$ cat src/rtl/hjb_ram.sv
`default_nettype none

module hjb_ram #(
   parameter int WIDTH = 1,
   parameter int DEPTH = 16,
   localparam int ADDR_W = (DEPTH > 1) ? $clog2(DEPTH) : 1
) (
   input  wire logic              clock,
   input  wire logic              wr_en,
   input  wire logic [ADDR_W-1:0] wr_addr,
   input  wire logic [WIDTH-1:0]  wr_data,
   input  wire logic [ADDR_W-1:0] rd_addr,
   output      logic [WIDTH-1:0]  rd_data
);

   logic [WIDTH-1:0] mem_ff [DEPTH];
   logic [WIDTH-1:0] rd_data_ff;

   // Write one entry, register the read
   always_ff @(posedge clock) begin
      if (wr_en) begin
         mem_ff[wr_addr] <= wr_data;
      end
      rd_data_ff <= mem_ff[rd_addr];
   end

   assign rd_data = rd_data_ff;

endmodule

`default_nettype wire

$ cat config.mk
export PLATFORM = sky130hd
export DESIGN_NAME = hjb_ram
export DESIGN_NICKNAME = d
export VERILOG_FILES = /design/src/rtl/hjb_ram.sv
export SDC_FILE = /design/constraint.sdc
export NUM_CORES = 1
export LEC_CHECK = 0
export ABC_AREA = 1
export BUFFER_PORTS_ARGS = -buffer_cell sky130_fd_sc_hd__buf_2
export CAP_MARGIN = 25
export CORE_MARGIN = 3
export CORE_UTILIZATION = 35
export DETAILED_ROUTE_END_ITERATION = 10
export SLEW_MARGIN = 0
export SYNTH_ARGS = -nofsm -noshare
export SYNTH_HDL_FRONTEND = slang
export SYNTH_SLANG_ARGS = --single-unit
export TNS_END_PERCENT = 10
$ cat constraint.sdc
create_clock -name clock -period 1.3 [get_ports clock]
set_input_delay 0.065 -clock clock [delete_from_list [all_inputs] [get_ports clock]]
set_output_delay 0.065 -clock clock [all_outputs]
set_load 0.01 [all_outputs]
== Word level (Yosys, flattened, before mapping) ==
Memory sizes are Yosys's and may differ from the RTL's. A register that Yosys moved wholly into a read port is not among the register bits.
Index checks and enable logic that the tools add are counted.
Storage, ports and cells
  memory bits (writable): 16
  memory bits (read-only): 0
  latch bits: 0
  memories: 1
  logic and storage cells: 3
  register bits: 0
  input bits: 11
  output and inout bits: 1
Memory list
  mem_ff: depth 16, bits a word 1, read ports 1, clocked after Yosys merged registers in 1, wr ports 1, line 16  | logic [WIDTH-1:0] mem_ff [DEPTH];
Cells by class
  reduce and logical (&&, ||, !) cells: 0
  equality and inequality tests: 0
  add/sub/neg operators: 0
  multipliers: 0
  div/mod/pow operators: 0
  shifts and indexed selects: 0
  mux-type cells: 2
  bitwise operators: 0
  $lt $le $gt $ge: 0
Operators with widths (count)
  two-way mux 1 bit: 2

== Longest topological paths before layout ==
Gate-level depths: netlist (run 1).
  word-level depth: 2
  gate-level depth with buffers: 8
  gate-level depth less buffers: 7

== Worst setup path after synthesis (run 1) ==
No wires, ideal clock.
  path type: reg-to-reg
  start point: memory mem_ff[6]
  end point: register rd_data_ff (netlist: rd_data) (read register of mem_ff)
  library setup time: 113 ps
  required time: 1187 ps
  clock period less this slack: 788 ps
  arrival: 674 ps
  setup slack: 512 ps
  buffers on the path: 0
  stages on the path, launching flop included: 7
  cells stage by stage: edfxtp_1 inv_1 nand2_2 nand3_1 nand3_1 nand3_1 nand2_1
RTL lines
  start: declaration: line 16
  end: declaration: line 17  | logic [WIDTH-1:0] rd_data_ff;

==> metrics.yaml, run 1 <==
floorplanning:
  rows: 17
  ios: 12
  dieHeight_um: 55.2
  die_x_um: 55.2
  die-area_um2: 3050
  core_um2: 2250
  start_util_pct: 37.6
route:
  via_count: 603
  via_per_inst: 4.34
  wl_um: 1500
  dr.pass1.iters: 4
  ant_nets: 0
  drtIter0Drc: 17
  wire_per_inst_um: 10.8
  drc: 0
cells_and_area:
  layout_commonest_cell: "nand2_1"
  final_nets: 123
  fin_util_pct: 42.8
  syn_to_final_growth_pct: 14.0
  drive_gt1_share_pct: 18.0
  layout_common_cells: "nand2_1, inv_1, edfxtp_1, nand3_1, buf_2"
  diodes: 0
sta:
  tns_ns: 0
  worst_pin_slew_ns: 0.233
  max-slew-margin-rel_pct: 84.5
  period_share_pct: 66.1
  hold_viol: 0
  finalSetupViolCount: 0
  period_needed_ns: 0.860
  rsz0062_at_grt: "false"
  drv_slew: 0
  fmax_ghz: 1.16
  setup_ws_ns: 0.440
  finalClockSkew_ns: 0.00340
logic_synthesis:
  synth_top_family_by_area: "simple AND/OR/NAND/NOR gates"
  avgSynthCellArea_um2: 8.82
  post_synth_and_or_nand_nor_area_fraction_pct: 29.4
  synthAdderAreaFrac_pct: 0
  synth-xor-area-share_pct: 0
  synthesis.instances: 96
  synth.area.mux_share_pct: 0
  synth-compound-area-share_pct: 0
  synth_top_cell_by_area: "edfxtp_1"
  synth.area.top_cells: "edfxtp_1, nand2_1, inv_1"
  seq_area_frac_synth_pct: 59.1
  synth_warnings: 0
  ys_ff_latch: 17
  synth_nets: 107
  synth_cell_types: 11
  syn_area_um2: 847
  yosysTopAreaCellShare_pct: 56.7
cts:
  cts_setup_buffers: 0
  cts.sinks: 17
  cts_root_buffer: "clkbuf_4"
  cts_resized: 0
  clk_pin_slew_ns: 0.11
  htreeDepth: 1
  cts_tree: "built"
  cts_buffers: 3
  clkLatencyLatePin_ns: 0.30
  clockBufferDepth: 2
grt:
  grt.overflow.total: 0
  grt_util_met2_pct: 15.4
  top_usage_layer: "met1"
  antenna_found_initial: 0
  use_met1_pct: 15.5
  grt_pass1_vias: 494
  grt_use_met3_pct: 5.63
  grt_usage_pct: 11.3
  grt_pass1_wl_um: 2260
  grt_max_degree: 17
critical_path:
  end_kind: "flop"
  r2r_cells: 6
  path_max_fanout: 1
  path_class: "reg -> reg"
  r2r-end: "rd_data$_DFF_P_"
  cp_slowest_cell: "edfxtp_1"
  r2r_slack_ns: 0.44
  cpLargestDelayFamily: "flip-flops"
  path_buf_inv: 1
  r2r_start: "mem_ff[9]$_DFFE_PP_"
  max_stage_delay_ns: 0.37
  crit_chain: "inv_1, nand2_1, nand3_1, nand3_1, nand3_1, nand2_1"
  path_common_cell: "nand3_1"
  start_kind: "flop"
  critPathArrivalTime_ns: 1.07
  critical_path_required_ns: 1.51
pwr:
  ir_drop_uv: 646
  p_leak_uw: 0.000434
  power.density_nw_per_um2: 1060
placed_design:
  dpl.hpwl_um: 1150
  gp_congestion: 0.706
  pre_cts_ws_ns: 0.385
  io_buffers: 11
worst_hold_path:
  whs_endpoint: "rd_data$_DFF_P_"
  holdCritStartpoint: "rd_addr[2]"
  hold_path_class: "in -> reg"
  whs_path_depth: 4
job:
  cap_violations: 0
run_status:
  outcome: "finished clean"
-- flip-flops by register name (all words and copies together), names as in the netlist --
signal and count:
rd_data 1, mem_ff 16
-- area by class of cell --
class,instances,area [um^2]
Fill cell,236,1290
Sequential cell,17,500
Multi-Input combinational cell,57,249
Inverter,21,86.3
Timing Repair Buffer,12,65.1
Tap cell,28,35.0
Clock buffer,3,22.5
Clock inverter,1,7.51
-- per-layer routing --
layer | vias up | part of all wire (%)
met1 | 250 | 50
met4 | 0 | 1.3
met2 | 15 | 43
met3 | 2 | 5.7
li1 | 336 | -
met5 | - | 0
-- worst min-delay path, delay by kind of cell --
kind,cells,cell delay [ns]
and+or+nand+nor,3,0.19
buffers and inverters,1,0.10
-- kinds of logic after synthesis --
family,count (synthesis)
and+or+nand+nor,57
DFF,17
buffers and inverters,22
-- stage by stage --
step                      total power [uW]  cells  cell area, um^2  hold slack (ns)
after detailed placement               732    134              926            0.314
after CTS                             1030    139              966           0.0839
after floorplan                        692     96              847            0.164
after global routing                  1070    139              966            0.100
final                                 1020    139              966           0.0892
after global placement                 730    134              926            0.303
-- report_power, final --
| part | total (uW) | leakage [uW] | switching, uW | internal [uW] |
|---|---|---|---|---|
| logic | 107 | 0.000267 | 69.3 | 37.6 |
| registers | 614 | 0.000153 | 2.82 | 611 |
| clock network | 298 | 0.0000139 | 181 | 117 |
-- cells in the mapped netlist --
cell type and n:
nor2_1 8, inv_1 19, nand3_1 14, buf_6 1, nor3_1 8, edfxtp_1 16, inv_8 1, nand2_2 3
dfxtp_1 1, nand2_1 24, inv_2 1
-- worst max-delay path by stage --
stage                        startpoint             endpoint  slack, ns  cells after the start
finish              mem_ff[9]$_DFFE_PP_      rd_data$_DFF_P_       0.44                      6
global route        mem_ff[5]$_DFFE_PP_      rd_data$_DFF_P_       0.36                      6
CTS                 mem_ff[0]$_DFFE_PP_      rd_data$_DFF_P_       0.43                      6
detailed placement           wr_addr[0]  mem_ff[0]$_DFFE_PP_       0.38                      4
global placement             wr_addr[3]  mem_ff[6]$_DFFE_PP_       0.44                      4
floorplan           mem_ff[6]$_DFFE_PP_      rd_data$_DFF_P_       0.51                      6
-- timing repair --
action | 4_1_cts | 5_1_grt
setup endpoints to repair | 0 | 0
hold buffers | 1 | 0
hold endpoints to repair | 1 | 0
(Power assumes the default switching activity.)
==> inputs of run 2 (changes only) <==
Clock period 1.3 ns to 0.8 ns, I/O delays scaled along.
==> run 2 against run 1 <==
Against the previous run: the run now ends with negative setup slack left; fmax shrank 1.3%; final area increased by 1.8%; register-to-register slack got worse by 0.51 ns; critical path type unchanged.
==> metrics.yaml, run 2 (same netlist as run 1, synthesis figures left out) <==
run_status:
  outcome: "complete, but fails checks"
  violations: "negative setup slack"
cts:
  cts.sinks: 17
  cts_root_buffer: "clkbuf_4"
  cts_buffers: 3
  clockBufferDepth: 2
  clkLatencyLatePin_ns: 0.29
  htreeDepth: 1
  cts_tree: "built"
  clk_pin_slew_ns: 0.09
floorplanning:
  rows: 17
  die_x_um: 55.2
  die-area_um2: 3050
  core_um2: 2250
  start_util_pct: 37.6
  dieHeight_um: 55.2
  ios: 12
critical_path:
  max_stage_delay_ns: 0.40
  end_kind: "flop"
  path_common_cell: "nand2_1"
  path_max_fanout: 1
  cpLargestDelayFamily: "flip-flops"
  critPathArrivalTime_ns: 1.06
  crit_chain: "nand2_1, nand2_1, nand2_1, nand3_1, nand3_1, nand2_1"
  start_kind: "flop"
  critical_path_required_ns: 0.99
  cp_slowest_cell: "edfxtp_1"
  path_class: "reg -> reg"
  path_buf_inv: 0
route:
  wl_um: 1370
  drtIter0Drc: 17
  wire_per_inst_um: 9.86
  ant_nets: 0
  drc: 0
  via_count: 621
  via_per_inst: 4.47
  dr.pass1.iters: 4
cells_and_area:
  largest_register_ff_count: 16
  diodes: 0
  layout_commonest_cell: "nand2_1"
  final_nets: 123
  syn_to_final_growth_pct: 16.1
  fin_area_um2: 983
  largest_register: "mem_ff"
  drive_gt1_share_pct: 21.6
  fin_util_pct: 43.6
  layout_common_cells: "nand2_1, inv_1, edfxtp_1, buf_2, nand3_1"
placed_design:
  gp_congestion: 0.725
  io_buffers: 11
  dpl.hpwl_um: 1100
  place_area_um2: 926
sta:
  finalClockSkew_ns: 0.000894
  period_needed_ns: 0.871
  tns_ns: -0.0713
  drv_slew: 0
  worst_pin_slew_ns: 0.222
  fmax_ghz: 1.15
  finalSetupViolCount: 1
  hold_viol: 0
  period_share_pct: 109
  setup_ws_ns: -0.0713
  rsz0062_at_grt: "true"
  max-slew-margin-rel_pct: 85.1
job:
  cap_violations: 0
grt:
  antenna_found_initial: 0
  grt_pass1_vias: 503
  grt_max_degree: 17
  grt.overflow.total: 0
  grt_usage_pct: 10.0
  grt_pass1_wl_um: 2130
pwr:
  ir_drop_uv: 832
  p_leak_uw: 0.000446
  total_power_uw: 1620
  power.density_nw_per_um2: 1650
worst_hold_path:
  hold_path_class: "in -> reg"
==> run 2: worst register-to-register path, cell delays in order (launching register included) <==
cell      delay, ns
edfxtp_1       0.40
nand2_1        0.07
nand2_1        0.05
nand2_1        0.06
nand3_1        0.08
nand3_1        0.07
nand2_1        0.05
==> run 2: routing by layer <==
| layer | global-route usage [%] | vias to the layer above | wire [um] |
|---|---|---|---|
| li1 | - | 337 | - |
| met5 | 0 | - | 0 |
| met3 | 3.22 | 2 | 81 |
| met4 | 3.64 | 0 | 17 |
| met2 | 14.8 | 22 | 633 |
| met1 | 13.8 | 260 | 638 |
==> run 2: report_power, final <==
| part | switching, uW | leakage (uW) | total, uW | internal (uW) |
|---|---|---|---|---|
| sequential | 4.86 | 0.000153 | 999 | 994 |
| combinational | 115 | 0.000275 | 180 | 64.4 |
| clock | 259 | 0.0000177 | 445 | 186 |
| total | 380 | 0.000446 | 1620 | 1240 |
==> run 2: final cells by class <==
class	instances	area [um^2]
Clock buffer	3	22.5
Clock inverter	1	5.00
Fill cell	244	1270
Inverter	21	86.3
Multi-Input combinational cell	57	269
Sequential cell	17	500
Tap cell	28	35.0
Timing Repair Buffer	12	65.1
==> run 2: repair_timing <==
action | CTS | global route
endpoints found under the setup margin | 1 | 2
hold endpoints to repair | 1 | 0
resized for setup | 1 | 3
pin swaps | 6 | 9
hold buffers | 1 | 0
buffers inserted | 0 | 0
==> run 2: worst paths after layout <==
| kind | start | end | slack [ns] | cells after the start |
|---|---|---|---|---|
| worst min-delay path | rd_addr[2] | rd_data$_DFF_P_ | 0.08 | 4 |
| worst min register to register | mem_ff[0]$_DFFE_PP_ | rd_data$_DFF_P_ | 0.68 | 6 |
| worst max register to register | mem_ff[12]$_DFFE_PP_ | rd_data$_DFF_P_ | -0.07 | 6 |
| worst max-delay path | mem_ff[12]$_DFFE_PP_ | rd_data$_DFF_P_ | -0.07 | 6 |
==> run 2: stage by stage <==
step	cells	hold slack, ns	setup WS, ns
final	139	0.0837	-0.0713
after detailed placement	134	0.287	-0.0767
after floorplan	96	0.139	0.0124
after CTS	139	0.0762	-0.0661
after global placement	134	0.282	-0.0631
after global routing	139	0.0880	-0.136
